===== src/rtl/gds_pkg.sv =====
package gds_pkg;

    localparam int COUNT_BITS_DEF = 16;

    // Working widths of the date registers (offset arithmetic may leave range).
    localparam int DAY_W  = 12;
    localparam int MON_W  = 12;
    localparam int YEAR_W = 16;

    localparam int S_TDATA_W = 80;
    localparam int S_TUSER_W = 3;
    localparam int M_TDATA_W = 32;

    // Action codes
    localparam logic [2:0] ACT_NEXT = 3'd0;
    localparam logic [2:0] ACT_PREV = 3'd1;
    localparam logic [2:0] ACT_ADD  = 3'd2;
    localparam logic [2:0] ACT_SUB  = 3'd3;
    localparam logic [2:0] ACT_OADD = 3'd4;
    localparam logic [2:0] ACT_OSUB = 3'd5;

    // Datapath operations
    localparam logic [3:0] OP_NONE  = 4'd0;
    localparam logic [3:0] OP_LOAD  = 4'd1;
    localparam logic [3:0] OP_CLAMP = 4'd2;
    localparam logic [3:0] OP_DSTEP = 4'd3;
    localparam logic [3:0] OP_OINIT = 4'd4;
    localparam logic [3:0] OP_OSTEP = 4'd5;
    localparam logic [3:0] OP_MOFS  = 4'd6;
    localparam logic [3:0] OP_MSTEP = 4'd7;
    localparam logic [3:0] OP_YOFS  = 4'd8;
    localparam logic [3:0] OP_OUT   = 4'd9;

    localparam logic signed [MON_W-1:0] MONTHS_PER_YEAR = MON_W'(12);
    localparam logic signed [MON_W-1:0] MON_ONE         = MON_W'(1);
    localparam logic signed [DAY_W-1:0] DAY_ONE         = DAY_W'(1);

    localparam logic [4:0] MONTH_LEN [12] = '{
        5'd31, 5'd28, 5'd31, 5'd30, 5'd31, 5'd30,
        5'd31, 5'd31, 5'd30, 5'd31, 5'd30, 5'd31
    };
    localparam logic [4:0] FEB_LEAP_LEN = 5'd29;
    localparam logic [4:0] LONG_MONTH   = 5'd31;

    // Divisibility by 25: multiply by the inverse of 25 mod 2^16 and compare.
    localparam logic [15:0] INV25     = 16'd23593;
    localparam logic [15:0] DIV25_MAX = 16'd2621;

    typedef struct packed {
        logic [3:0] op;
        logic       sub;
    } gds_cmd_t;

    typedef struct packed {
        logic leap_ok;
        logic rem_zero;
        logic day_over;
        logic day_under;
        logic mon_over;
        logic mon_under;
        logic out_busy;
    } gds_stat_t;

    function automatic logic [4:0] days_in_month(input logic [3:0] mon, input logic leap);
        logic [4:0] len;
        if (mon == 4'd2 && leap) begin
            len = FEB_LEAP_LEN;
        end else if (mon >= 4'd1 && mon <= 4'd12) begin
            len = MONTH_LEN[mon - 4'd1];
        end else begin
            len = LONG_MONTH;
        end
        return len;
    endfunction

    // 4/100/400 rule on a two's complement year; 400 = 16 * 25, 100 = 4 * 25.
    function automatic logic leap_of(input logic [YEAR_W-1:0] yr);
        logic [15:0] mag;
        logic [31:0] prod;
        logic        div25;
        mag   = yr[YEAR_W-1] ? 16'(-yr) : 16'(yr);
        prod  = 32'(mag) * 32'(INV25);
        div25 = (prod[15:0] <= DIV25_MAX);
        return ((yr[1:0] == 2'd0) && !div25) || ((yr[3:0] == 4'd0) && div25);
    endfunction

endpackage


===== src/rtl/gds_ctrl.sv =====
module gds_ctrl (
    input  logic                  aclk,
    input  logic                  aresetn,
    input  logic                  s_tvalid,
    output logic                  s_tready,
    input  logic [2:0]            s_action,
    input  gds_pkg::gds_stat_t    stat,
    output gds_pkg::gds_cmd_t     cmd
);

    localparam logic [2:0] ST_IDLE  = 3'd0;
    localparam logic [2:0] ST_CLAMP = 3'd1;
    localparam logic [2:0] ST_DAYS  = 3'd2;
    localparam logic [2:0] ST_OINIT = 3'd3;
    localparam logic [2:0] ST_ODAY  = 3'd4;
    localparam logic [2:0] ST_OMON  = 3'd5;
    localparam logic [2:0] ST_DONE  = 3'd6;

    logic [2:0] state_reg, state_next;
    logic [2:0] action_reg, action_next;
    logic       sub_reg, sub_next;

    assign s_tready = (state_reg == ST_IDLE);

    always_comb begin
        state_next  = state_reg;
        action_next = action_reg;
        sub_next    = sub_reg;
        cmd.op      = gds_pkg::OP_NONE;
        cmd.sub     = sub_reg;
        unique case (state_reg)
            ST_IDLE: begin
                if (s_tvalid) begin
                    cmd.op      = gds_pkg::OP_LOAD;
                    action_next = s_action;
                    sub_next    = (s_action == gds_pkg::ACT_PREV) ||
                                  (s_action == gds_pkg::ACT_SUB)  ||
                                  (s_action == gds_pkg::ACT_OSUB);
                    state_next  = ST_CLAMP;
                end
            end
            ST_CLAMP: begin
                if (stat.leap_ok) begin
                    cmd.op = gds_pkg::OP_CLAMP;
                    unique case (action_reg) inside
                        gds_pkg::ACT_NEXT, gds_pkg::ACT_PREV,
                        gds_pkg::ACT_ADD, gds_pkg::ACT_SUB:   state_next = ST_DAYS;
                        gds_pkg::ACT_OADD, gds_pkg::ACT_OSUB: state_next = ST_OINIT;
                        default:                              state_next = ST_DONE;
                    endcase
                end
            end
            ST_DAYS: begin
                if (stat.leap_ok) begin
                    if (stat.rem_zero) begin
                        state_next = ST_DONE;
                    end else begin
                        cmd.op = gds_pkg::OP_DSTEP;
                    end
                end
            end
            ST_OINIT: begin
                cmd.op     = gds_pkg::OP_OINIT;
                state_next = ST_ODAY;
            end
            ST_ODAY: begin
                if (stat.leap_ok) begin
                    if (sub_reg ? stat.day_under : stat.day_over) begin
                        cmd.op = gds_pkg::OP_OSTEP;
                    end else begin
                        cmd.op     = gds_pkg::OP_MOFS;
                        state_next = ST_OMON;
                    end
                end
            end
            ST_OMON: begin
                if (sub_reg ? stat.mon_under : stat.mon_over) begin
                    cmd.op = gds_pkg::OP_MSTEP;
                end else begin
                    cmd.op     = gds_pkg::OP_YOFS;
                    state_next = ST_DONE;
                end
            end
            ST_DONE: begin
                if (stat.leap_ok && !stat.out_busy) begin
                    cmd.op     = gds_pkg::OP_OUT;
                    state_next = ST_IDLE;
                end
            end
            default: begin
                state_next = ST_IDLE;
            end
        endcase
    end

    always_ff @(posedge aclk) begin
        if (!aresetn) begin
            state_reg <= ST_IDLE;
        end else begin
            state_reg <= state_next;
        end
        action_reg <= action_next;
        sub_reg    <= sub_next;
    end

endmodule


===== src/rtl/gds_datapath.sv =====
module gds_datapath #(
    parameter int COUNT_BITS = gds_pkg::COUNT_BITS_DEF
) (
    input  logic                            aclk,
    input  logic                            aresetn,
    input  gds_pkg::gds_cmd_t               cmd,
    input  logic [2:0]                      in_action,
    input  logic [4:0]                      in_day,
    input  logic [3:0]                      in_month,
    input  logic [13:0]                     in_year,
    input  logic [15:0]                     in_count,
    input  logic [9:0]                      in_oday,
    input  logic [9:0]                      in_omon,
    input  logic [13:0]                     in_oyear,
    input  logic                            m_tready,
    output logic                            m_tvalid,
    output logic [gds_pkg::M_TDATA_W-1:0]   m_tdata,
    output gds_pkg::gds_stat_t              stat
);

    localparam int DW = gds_pkg::DAY_W;
    localparam int MW = gds_pkg::MON_W;
    localparam int YW = gds_pkg::YEAR_W;
    localparam int CW = (COUNT_BITS < 16) ? COUNT_BITS : 16;
    localparam int XW = ((CW > 5) ? CW : 5) + 1;

    logic signed [DW-1:0] day_reg, day_next;
    logic signed [MW-1:0] month_reg, month_next;
    logic signed [YW-1:0] year_reg, year_next;
    logic [CW-1:0]        rem_reg, rem_next;
    logic [9:0]           oday_reg, oday_next;
    logic [9:0]           omon_reg, omon_next;
    logic [13:0]          oyear_reg, oyear_next;
    logic                 valid_reg, valid_next;
    logic                 leap_reg;
    logic [YW-1:0]        leap_yr_reg;

    logic                 m_tvalid_reg;
    logic [4:0]           out_day_reg;
    logic [3:0]           out_month_reg;
    logic [YW-1:0]        out_year_reg;
    logic                 out_valid_reg, out_leap_reg, out_pos_reg;

    logic [4:0]           dim_cur;
    logic signed [DW-1:0] dim_s;
    logic [4:0]           left;
    logic [3:0]           mon_clamp;
    logic [4:0]           dim_clamp;
    logic [3:0]           mon_dec;
    logic                 leap_ok;

    assign leap_ok   = (leap_yr_reg == year_reg);
    assign dim_cur   = gds_pkg::days_in_month(month_reg[3:0], leap_reg);
    assign dim_s     = DW'(dim_cur);
    assign left      = dim_cur - day_reg[4:0];
    assign mon_clamp = (month_reg[3:0] == 4'd0) ? 4'd1 :
                       (month_reg[3:0] > 4'd12) ? 4'd12 : month_reg[3:0];
    assign dim_clamp = gds_pkg::days_in_month(mon_clamp, leap_reg);
    assign mon_dec   = (month_reg == gds_pkg::MON_ONE) ? 4'd12 : (month_reg[3:0] - 4'd1);

    assign stat.leap_ok   = leap_ok;
    assign stat.rem_zero  = (rem_reg == '0);
    assign stat.day_over  = (day_reg > dim_s);
    assign stat.day_under = (day_reg < gds_pkg::DAY_ONE);
    assign stat.mon_over  = (month_reg > gds_pkg::MONTHS_PER_YEAR);
    assign stat.mon_under = (month_reg < gds_pkg::MON_ONE);
    assign stat.out_busy  = m_tvalid_reg && !m_tready;

    always_comb begin
        day_next   = day_reg;
        month_next = month_reg;
        year_next  = year_reg;
        rem_next   = rem_reg;
        oday_next  = oday_reg;
        omon_next  = omon_reg;
        oyear_next = oyear_reg;
        valid_next = valid_reg;
        unique case (cmd.op)
            gds_pkg::OP_LOAD: begin
                day_next   = DW'(in_day);
                month_next = MW'(in_month);
                year_next  = YW'(in_year);
                oday_next  = in_oday;
                omon_next  = in_omon;
                oyear_next = in_oyear;
                if (in_action == gds_pkg::ACT_NEXT || in_action == gds_pkg::ACT_PREV) begin
                    rem_next = CW'(1);
                end else begin
                    rem_next = in_count[CW-1:0];
                end
            end
            gds_pkg::OP_CLAMP: begin
                valid_next = (day_reg[4:0] != 5'd0) && (month_reg[3:0] >= 4'd1) &&
                             (month_reg[3:0] <= 4'd12) && (day_reg[4:0] <= dim_clamp) &&
                             (year_reg != '0);
                month_next = MW'(mon_clamp);
                if (day_reg[4:0] == 5'd0) begin
                    day_next = gds_pkg::DAY_ONE;
                end else if (day_reg[4:0] > dim_clamp) begin
                    day_next = DW'(dim_clamp);
                end
            end
            gds_pkg::OP_DSTEP: begin
                if (!cmd.sub) begin
                    // walk forward one month or finish inside this month
                    if (XW'(rem_reg) <= XW'(left)) begin
                        day_next = day_reg + DW'(rem_reg);
                        rem_next = '0;
                    end else begin
                        rem_next = rem_reg - CW'(left) - CW'(1);
                        day_next = gds_pkg::DAY_ONE;
                        if (month_reg == gds_pkg::MONTHS_PER_YEAR) begin
                            month_next = gds_pkg::MON_ONE;
                            year_next  = year_reg + YW'(1);
                        end else begin
                            month_next = month_reg + gds_pkg::MON_ONE;
                        end
                    end
                end else begin
                    // borrow the whole current month, land on last day of previous, or finish inside this month
                    if (XW'(rem_reg) < XW'(day_reg[4:0])) begin
                        day_next = day_reg - DW'(rem_reg);
                        rem_next = '0;
                    end else begin
                        rem_next   = rem_reg - CW'(day_reg[4:0]);
                        month_next = MW'(mon_dec);
                        day_next   = DW'(gds_pkg::days_in_month(mon_dec, leap_reg));
                        if (month_reg == gds_pkg::MON_ONE) begin
                            year_next = year_reg - YW'(1);
                        end
                    end
                end
            end
            gds_pkg::OP_OINIT: begin
                day_next = cmd.sub ? (day_reg - DW'(oday_reg)) : (day_reg + DW'(oday_reg));
            end
            gds_pkg::OP_OSTEP: begin
                if (!cmd.sub) begin
                    day_next = day_reg - dim_s;
                    if (month_reg == gds_pkg::MONTHS_PER_YEAR) begin
                        month_next = gds_pkg::MON_ONE;
                        year_next  = year_reg + YW'(1);
                    end else begin
                        month_next = month_reg + gds_pkg::MON_ONE;
                    end
                end else begin
                    day_next   = day_reg + dim_s;
                    month_next = MW'(mon_dec);
                    if (month_reg == gds_pkg::MON_ONE) begin
                        year_next = year_reg - YW'(1);
                    end
                end
            end
            gds_pkg::OP_MOFS: begin
                month_next = cmd.sub ? (month_reg - MW'(omon_reg)) : (month_reg + MW'(omon_reg));
            end
            gds_pkg::OP_MSTEP: begin
                if (!cmd.sub) begin
                    month_next = month_reg - gds_pkg::MONTHS_PER_YEAR;
                    year_next  = year_reg + YW'(1);
                end else begin
                    month_next = month_reg + gds_pkg::MONTHS_PER_YEAR;
                    year_next  = year_reg - YW'(1);
                end
            end
            gds_pkg::OP_YOFS: begin
                year_next = cmd.sub ? (year_reg - YW'(oyear_reg)) : (year_reg + YW'(oyear_reg));
            end
            default: begin
            end
        endcase
    end

    always_ff @(posedge aclk) begin
        if (!aresetn) begin
            m_tvalid_reg <= 1'b0;
            year_reg     <= '0;
            leap_yr_reg  <= '0;
            leap_reg     <= 1'b1;
        end else begin
            if (cmd.op == gds_pkg::OP_OUT) begin
                m_tvalid_reg <= 1'b1;
            end else if (m_tready) begin
                m_tvalid_reg <= 1'b0;
            end
            year_reg    <= year_next;
            // leap flag is registered from the year, so it trails it; leap_ok tells when it is current
            leap_yr_reg <= year_reg;
            leap_reg    <= gds_pkg::leap_of(year_reg);
        end
        day_reg   <= day_next;
        month_reg <= month_next;
        rem_reg   <= rem_next;
        oday_reg  <= oday_next;
        omon_reg  <= omon_next;
        oyear_reg <= oyear_next;
        valid_reg <= valid_next;
        if (cmd.op == gds_pkg::OP_OUT) begin
            out_day_reg   <= day_reg[4:0];
            out_month_reg <= month_reg[3:0];
            out_year_reg  <= year_reg;
            out_valid_reg <= valid_reg;
            out_leap_reg  <= leap_reg;
            out_pos_reg   <= !year_reg[YW-1] && (year_reg != '0);
        end
    end

    assign m_tvalid = m_tvalid_reg;
    assign m_tdata  = {4'd0, out_pos_reg, out_leap_reg, out_valid_reg,
                       out_year_reg, out_month_reg, out_day_reg};

endmodule


===== src/rtl/gregorian_date_stepper_top.sv =====
// Channel  Direction  Ports                          Payload
// s_       in         s_tvalid s_tready s_tdata      date, day count, offset
//                     s_tuser                        action
// m_       out        m_tvalid m_tready m_tdata      result date and flags
//
// After a transfer in, day actions run a clamp step, month-loop steps (a step crosses a
// month or ends the walk), a loop exit and an output load; offset actions run a clamp,
// a day add, a step per month crossed, a step per year carried, two loop exits, a load.
// A leap-dependent step waits after a year change (a new input year counts) until the
// leap flag is current; the load waits while the last result is not taken. One item is in
// work at a time; s_tready returns as the result loads, even while m_tready is low.
module gregorian_date_stepper_top #(
    parameter int COUNT_BITS = gds_pkg::COUNT_BITS_DEF
) (
    input  logic                            aclk,
    input  logic                            aresetn,
    input  logic                            s_tvalid,
    output logic                            s_tready,
    // start_day[4:0] start_month[8:5] start_year[22:9] day_count[38:23]
    // offset_day[48:39] offset_month[58:49] offset_year[72:59], zero fill
    input  logic [gds_pkg::S_TDATA_W-1:0]   s_tdata,
    // action[2:0]
    input  logic [gds_pkg::S_TUSER_W-1:0]   s_tuser,
    output logic                            m_tvalid,
    input  logic                            m_tready,
    // result_day[4:0] result_month[8:5] result_year[24:9] input_valid[25]
    // result_leap[26] year_positive[27], zero fill
    output logic [gds_pkg::M_TDATA_W-1:0]   m_tdata
);

    gds_pkg::gds_cmd_t  cmd;
    gds_pkg::gds_stat_t stat;

    // Sequencer: decides which datapath step runs in each cycle.
    gds_ctrl u_ctrl (
        .aclk     (aclk),
        .aresetn  (aresetn),
        .s_tvalid (s_tvalid),
        .s_tready (s_tready),
        .s_action (s_tuser),
        .stat     (stat),
        .cmd      (cmd)
    );

    // Date registers, remaining-day counter, leap unit and output register.
    gds_datapath #(
        .COUNT_BITS (COUNT_BITS)
    ) u_datapath (
        .aclk      (aclk),
        .aresetn   (aresetn),
        .cmd       (cmd),
        .in_action (s_tuser),
        .in_day    (s_tdata[4:0]),
        .in_month  (s_tdata[8:5]),
        .in_year   (s_tdata[22:9]),
        .in_count  (s_tdata[38:23]),
        .in_oday   (s_tdata[48:39]),
        .in_omon   (s_tdata[58:49]),
        .in_oyear  (s_tdata[72:59]),
        .m_tready  (m_tready),
        .m_tvalid  (m_tvalid),
        .m_tdata   (m_tdata),
        .stat      (stat)
    );

    // After a transfer in, hold off further input until the result is produced.
    assert property (@(posedge aclk) disable iff (!aresetn)
        (s_tvalid && s_tready) |=> !s_tready)
        else $error("input accepted while an item is in work");

    // A new result is loaded only as the sequencer returns to idle.
    assert property (@(posedge aclk) disable iff (!aresetn)
        (cmd.op == gds_pkg::OP_OUT) |=> (m_tvalid && s_tready))
        else $error("result load did not return sequencer to idle");

    // Every result month is normalized.
    assert property (@(posedge aclk) disable iff (!aresetn)
        m_tvalid |-> (m_tdata[8:5] >= 4'd1 && m_tdata[8:5] <= 4'd12))
        else $error("result month out of range");

endmodule

===== config.mk =====
export PLATFORM = sky130hd
export DESIGN_NAME = gregorian_date_stepper_top
export DESIGN_NICKNAME = d
export VERILOG_FILES = /design/src/rtl/gds_pkg.sv /design/src/rtl/gds_ctrl.sv /design/src/rtl/gds_datapath.sv /design/src/rtl/gregorian_date_stepper_top.sv
export SDC_FILE = /design/constraint.sdc
export NUM_CORES = 1
export LEC_CHECK = 0
export ABC_CLOCK_PERIOD_IN_PS = 9200
export BUFFER_PORTS_ARGS = -buffer_cell sky130_fd_sc_hd__buf_2
export CAP_MARGIN = 20
export CORE_ASPECT_RATIO = 0.8
export CORE_MARGIN = 2
export CORE_UTILIZATION = 40
export DETAILED_ROUTE_END_ITERATION = 12
export PLACE_DENSITY = 0.56
export SLEW_MARGIN = 40
export SYNTH_ARGS = -nofsm -noshare
export SYNTH_HDL_FRONTEND = slang
export SYNTH_SLANG_ARGS = --single-unit
export TNS_END_PERCENT = 1

===== constraint.sdc =====
create_clock -name aclk -period 9.2 [get_ports aclk]
set_input_delay 1.84 -clock aclk [delete_from_list [all_inputs] [get_ports aclk]]
set_output_delay 1.84 -clock aclk [all_outputs]
set_load 0.02 [all_outputs]

# Word level (Yosys, flattened, before mapping)
# Memories as Yosys holds them, arrays and structs flattened.
# Index checks and enable logic that the tools add are counted.
# word_totals
regBits,144
romBits,240
memories,3
# op_classes
addsub,23
mul,1
magnitude_cmp,19
n_eq_ne,40
muxes,69
n_bitwise,3
reduce_logical,45
# mem_list
name,depth,word_bits,read_ports,rd_clocked_by_memory_dff,write_ports,line_no,source
(name not given),16,5,1,0,0,gds_pkg.sv:69,len = MONTH_LEN[mon - 4'd1];
(name not given),16,5,1,0,0,gds_pkg.sv:69,
(name not given),16,5,1,0,0,gds_pkg.sv:69,
# op_table
cell,count
2-to-1 mux 16 bit,13
2-to-1 mux 12 bit,14
one-hot mux 16 bit (5 select lines),1
one-hot mux 12 bit (6 select lines),1
2-to-1 mux 5 bit,12
one-hot mux 12 bit (5 select lines),1
one-hot mux 16 bit (2 select lines),1
subtractor 16 x 5 -> 16 bit,2
2-to-1 mux 4 bit,7
one-hot mux 4 bit (7 select lines),1
adder 12 x 10 -> 12 bit,2
< comparator 12 x 2 -> 1 bit (second input constant),2
2-to-1 mux 3 bit,8
subtractor 12 x 10 -> 12 bit,2
one-hot mux 3 bit (7 select lines),1
equality test 4 x 2 -> 1 bit (second input constant),5
equality test 3 bit (second input constant),6
adder 16 x 14 -> 16 bit,1
adder 16 x 2 -> 16 bit (second input constant),1
equality test 16 bit,1
equality test 4 x 3 -> 1 bit (second input constant),4
less-or-equal comparator 16 x 12 -> 1 bit (second input constant),1
less-or-equal comparator 16 x 5 -> 1 bit,1
zero test 16 bit,1
other kinds (53),111

# Depth between registers and ports, before layout
# depth
ltp_word,15
mapped_depth,24

# By module
# A second synthesis with hierarchy kept.
# hier_totals
hier_cells,1628
area_unflattened_um2,14181.1
# modules_own_cells
module,instances,cells_per_inst,area_per_inst_um2,seq_area_each_um2
gds_datapath,1,1566,13655.6,3773.6
gds_ctrl,1,62,525.5,150.1

# Worst setup path after synthesis
# OpenSTA, ideal clock, no wires.
# synth_path
kind,register to register
from,register u_datapath.year_reg[2]
to,register u_datapath.leap_reg
setup_time_ns,0.125
arrival_ns,5.358
required_ns,9.075
setup_slack_ns,3.718
path_stages_with_launch,21
path_buffers,1
cell_sequence,dfxtp_1 > clkbuf_1 > nor4_1 > nand4_1 > o31ai_1 > xor2_1 > inv_1 > ha_1 > inv_1 > fa_1 > inv_1 > ha_1 > fa_1 > fa_1 > ha_1 > ha_1 > inv_1 > a221oi_1 > o311ai_0 > o31ai_1 > nand2_1
# synth_between
elab_chain_cells,7
word_cells_on_any_way,9
# synth_lines
element,line_no,source
from (decl),gds_datapath.sv:29,"logic signed [YW-1:0] year_reg, year_next;"
from (signal assigned),gds_datapath.sv:186,year_reg <= year_next;
negator 16 bit,gds_pkg.sv:81,mag = yr[YEAR_W-1] ? 16'(-yr) : 16'(yr);
2-to-1 mux 16 bit,gds_pkg.sv:81,
multiplier 16 x 15 -> 16 bit,gds_pkg.sv:82,prod = 32'(mag) * 32'(INV25);
less-or-equal comparator 16 x 12 -> 1 bit,gds_pkg.sv:83,div25 = (prod[15:0] <= DIV25_MAX);
zero test 1 bit,gds_pkg.sv:84,return ((yr[1:0] == 2'd0) && !div25) || ((yr[3:0] == 4'd0) && div25);
logical AND 1 bit,gds_pkg.sv:84,
logical OR 1 bit (*),gds_pkg.sv:84,
to (signal assigned),gds_datapath.sv:189,leap_reg <= gds_pkg::leap_of(year_reg);
to (decl),gds_datapath.sv:35,logic leap_reg;
# Every way passes the cells marked *; elsewhere a longest branch is shown, timed or not.
# A chain may end at the register's enable or synchronous reset.

# Final worst setup path
# layout_path
from,register u_datapath.month_reg[0]
to,register u_datapath.year_reg[11]
# layout_between
elab_chain_cells,15
word_cells_on_any_way,41
# layout_lines
element,line_no,source
from (decl),gds_datapath.sv:28,"logic signed [MW-1:0] month_reg, month_next;"
from (signal assigned),gds_datapath.sv:192,month_reg <= month_next;
subtractor 4 x 1 -> 4 bit,gds_pkg.sv:69,
inverter 4 -> 5 bit (not written as such),gds_pkg.sv:69,
memory read (16 x 5 bit),--,
2-to-1 mux 5 bit (not written as such) (2 in series),gds_pkg.sv:69,
2-to-1 mux 5 bit,gds_pkg.sv:68,end else if (mon >= 4'd1 && mon <= 4'd12) begin
2-to-1 mux 5 bit,gds_pkg.sv:66,if (mon == 4'd2 && leap) begin
> comparator 12 x 6 -> 1 bit,gds_datapath.sv:63,assign stat.day_over = (day_reg > dim_s);
2-to-1 mux 1 bit,gds_ctrl.sv:68,if (sub_reg ? stat.day_under : stat.day_over) begin
2-to-1 mux 2 bit,gds_ctrl.sv:68,
2-to-1 mux 4 bit,gds_ctrl.sv:67,if (stat.leap_ok) begin
one-hot mux 4 bit (7 select lines),gds_ctrl.sv:31,unique case (state_reg)
equality test 4 x 2 -> 1 bit (tied with other cells),gds_datapath.sv:78,unique case (cmd.op)
inequality test 3 bit (no source line) / nonzero test 5 bit (equally long branches),--,
AND reduction 3 bit (no source line),--,
# Several ways; a longest one is shown, not always the timed one. The select of a mux whose other input is x is not followed.

==> flow_metrics.env <==
export IMPL_drc=0
export IMPL_post_route_min_period_ns=6.46
export IMPL_ys_flop_type="edfxtp_1"
export IMPL_layout_common_cells="ha_1, nor2_1, inv_1"
export IMPL_cts_tree="built"
export IMPL_detail_route_wl_per_cell_um=18.8
export IMPL_maxClockFrequency_mhz=155
export IMPL_sw_frac_of_total_pct=49.1
export IMPL_final_util_pct=45.1
export IMPL_critical_path_slowest_cell="edfxtp_1"
export IMPL_gp_congestion=0.912
export IMPL_ant_nets=0
export IMPL_hold_class="reg2reg"
export IMPL_power_density_nw_per_um2=440
export IMPL_finalSetupViolations=0
export IMPL_p_sw_mw=3.40
export IMPL_final_nets=1967
export IMPL_grt_pass1_vias=12100
export IMPL_start_util_pct=40.8
export IMPL_drv_slew=0
export IMPL_combinationalPowerShare_pct=72.3
export IMPL_yosysUniqueCellTypes=87
export IMPL_critPathKind="reg2reg"
export IMPL_r2r_end="u_datapath.year_reg[11]"
export IMPL_skew_ns=0.0120
export IMPL_cp_arrival_ns=6.77
export IMPL_cts_max_path_buffers=2
export IMPL_rsz0062_at_grt="false"
export IMPL_synthAdderAreaFrac_pct=18.7
export IMPL_syn_area_um2=14200
export IMPL_reg2reg_depth=16
export IMPL_slowest_delay_ns=0.76
export IMPL_num_vias=12200
export IMPL_holdWs_ns=0.425
export IMPL_r2r_start="u_datapath.month_reg[0]"
export IMPL_p_leak_nw=6.48
export IMPL_endpoint_kind="flop"
export IMPL_grt_overflow=0
export IMPL_vdd_drop_max_v=0.000408
export IMPL_synth_top_family_by_area="compound AO/OA/AOI/OAI gates"
export IMPL_numPortBuffers=109
export IMPL_clock_latency_ns=0.47
export IMPL_relSlewSlack_pct=45.8
export IMPL_synth_ff_latch_count=143
export IMPL_ys_warn_count=0
export IMPL_synth_compound_area_share_pct=20.5
export IMPL_cts_root_buf="clkbuf_16"
export IMPL_finalSetupTns_ns=0
export IMPL_cts_buffers=17
export IMPL_muxShareOfSynthArea_pct=0.466
export IMPL_chipHeight_um=173
export IMPL_hold_end="u_datapath.out_valid_reg"
export IMPL_cts_setup_buffers=0
export IMPL_dp_worst_setup_slack_ns=2.99
export IMPL_start_kind="flop"
export IMPL_synth_xor_area_share_pct=10.3
export IMPL_postSynthAreaPerCell_um2=8.80
export IMPL_postCtsHoldBufs=0
export IMPL_yosysSeqAreaShare_pct=27.6
export IMPL_hold_depth=0
export IMPL_vias_per_cell=5.62
export IMPL_maxCapViolations=0
export IMPL_fin_crit_sh_pct=70.2
export IMPL_synth_async_reset_ratio_pct=0
export IMPL_grt_use_total_pct=22.2
export IMPL_clk_pin_slew_ns=0.06
export IMPL_fin_ws_ns=2.74
export IMPL_drive_above_1_share_pct=11.2
export IMPL_coreArea_um2=34900
export IMPL_area_growth_pct=10.7
export IMPL_crit_top_cell="ha_1"
export IMPL_antenna_found_initial=0
export IMPL_cp_max_fo=32
export IMPL_grt_start_max_net_pins=61
export IMPL_n_antenna_cell=0
export IMPL_dieArea_um2=37100
export IMPL_die_width_um=215
export IMPL_syn_inst=1616
export IMPL_reg2reg_setup_slack_ns=2.74
export IMPL_hp_start="u_datapath.valid_reg"
export IMPL_hpwl_mm=31.2
export IMPL_dr_pass1_iters=7
export IMPL_ctsResizeCount=0
export IMPL_layout_commonest_cell="ha_1"
export IMPL_totalPowerFinal_mw=6.92
export IMPL_p_int_mw=3.52
export IMPL_synth_simple_area_share_pct=16.9
export IMPL_cts_sinks=143
export IMPL_clkPwrFrac_pct=10.2
export IMPL_status="complete, no violations"
export IMPL_drtIter0Drc=922
export IMPL_seqPwrFrac_pct=17.5
export IMPL_required_ns=9.51
export IMPL_htree_levels=4
export IMPL_num_rows=61
export IMPL_crit_chain="clkinv_1 > ha_1 > xnor2_1 > a41o_1 > inv_1 > ha_1 > a211oi_1 > xnor2_1 > ha_1 > and4_1 > a21oi_1 > a211oi_1 > nand4_1 > o2111a_2 > o21ai_0 > a31oi_1"
export IMPL_io_pins=121
export IMPL_grt_pass1_wl_mm=65.6
export IMPL_wl_mm=40.7
export IMPL_worstMarginPinSlew_ns=0.805
export IMPL_hold_viol=0
export IMPL_synth_edf_count=106
critical path: cells and delay by family, from the launching register on:
kind / cells / cell delay (ns)
buffers and inverters: 2 / 0.66
adder cells (fa/ha/maj): 3 / 1.15
AND/OR/NAND/NOR: 2 / 0.75
XOR/XNOR: 2 / 0.70
AO/OA/AOI/OAI: 7 / 2.25
flip-flops: 1 / 0.76
cell families (layout without fill, tap and decap cells):
| group | Yosys count | in the layout |
|---|---|---|
| fa+ha+maj | 195 | 195 |
| compound gates | 433 | 433 |
| other cells | 1 | 4 |
| simple gates | 476 | 476 |
| buf+inv | 198 | 277 |
| flops | 143 | 143 |
| xor+xnor | 164 | 164 |
| mux | 6 | 6 |
through the flow:
stage	cell area (µm²)	instances
6_report	15700	2170
5_1_grt	15700	2170
4_1_cts	15700	2170
3_5_place_dp	15200	2138
3_3_place_gp	15100	2136
2_1_floorplan	14200	1619
synthesized netlist by cell type (all sizes together), types with 5 or more instances:
cell type,count,area share [%]
xnor2,119,7.3
a311oi,7,0.48
dfxtp,37,5.2
o211ai,9,0.48
o21a,18,0.95
a211oi,16,0.88
nand3,28,1.1
a221oi,6,0.37
and2,16,0.70
edfxtp,106,22
and3,11,0.48
o221ai,17,1.0
o21ai,83,2.9
nor3,61,2.2
a21o,14,0.74
o31ai,13,0.69
a31oi,23,1.0
a22oi,17,0.90
a41oi,6,0.37
ha,166,15
a221o,15,1.1
nor2,135,3.6
a222oi,5,0.35
xor2,43,2.6
nand2b,23,1.0
fa,29,4.1
or3,17,0.75
o311ai,5,0.31
a21oi,109,3.8
nor2b,23,1.0
a21boi,9,0.48
nand2,94,2.5
o22ai,16,0.70
or2,14,0.62
nand4,18,0.84
inv,122,3.2
nor3b,5,0.26
nor4,18,1.1
mux2,5,0.40
o21bai,6,0.32
clkbuf,51,1.4
a22o,6,0.37
buf,23,0.98
power groups by stage:
stage / clock network, mW / registers [mW] / logic, mW
3_3_place_gp: 0 / 1.22 / 4.86
5_1_grt: 0.745 / 1.24 / 5.70
6_report: 0.706 / 1.21 / 5.01
2_1_floorplan: 0 / 1.05 / 3.96
4_1_cts: 0.723 / 1.21 / 5.02
3_5_place_dp: 0 / 1.22 / 4.97
worst max path at each step:
stage / slack (ns) / end / start
final: 2.74 / u_datapath.year_reg[11] / u_datapath.month_reg[0]
after global routing: 2.18 / u_datapath.year_reg[6] / u_datapath.month_reg[0]
after CTS: 2.94 / u_datapath.year_reg[11] / u_datapath.month_reg[0]
after detailed placement: 2.99 / u_datapath.year_reg[13] / u_datapath.month_reg[0]
after global placement: 3.01 / u_datapath.rem_reg[15] / u_datapath.month_reg[0]
after floorplan: 3.72 / u_datapath.leap_reg / u_datapath.year_reg[2]
layer usage:
layer  up-vias  GRT usage (%)  part of all wire (%)
li1       6038              -                     -
met1      5808           31.0                    48
met2       321           35.8                    45
met3        30           3.62                   4.9
met4         0           5.32                   1.2
met5         -              0                     0
cell type report:
cell class | instances | area (µm²)
sequential | 143 | 3920
tap | 472 | 591
timing repair buffer | 121 | 656
multi-input combinational | 1278 | 9540
fill | 3432 | 19100
inverter | 124 | 465
clock buffer | 20 | 458
clock inverter | 12 | 109
No activity file was read; power rests on OpenSTA's default activity.
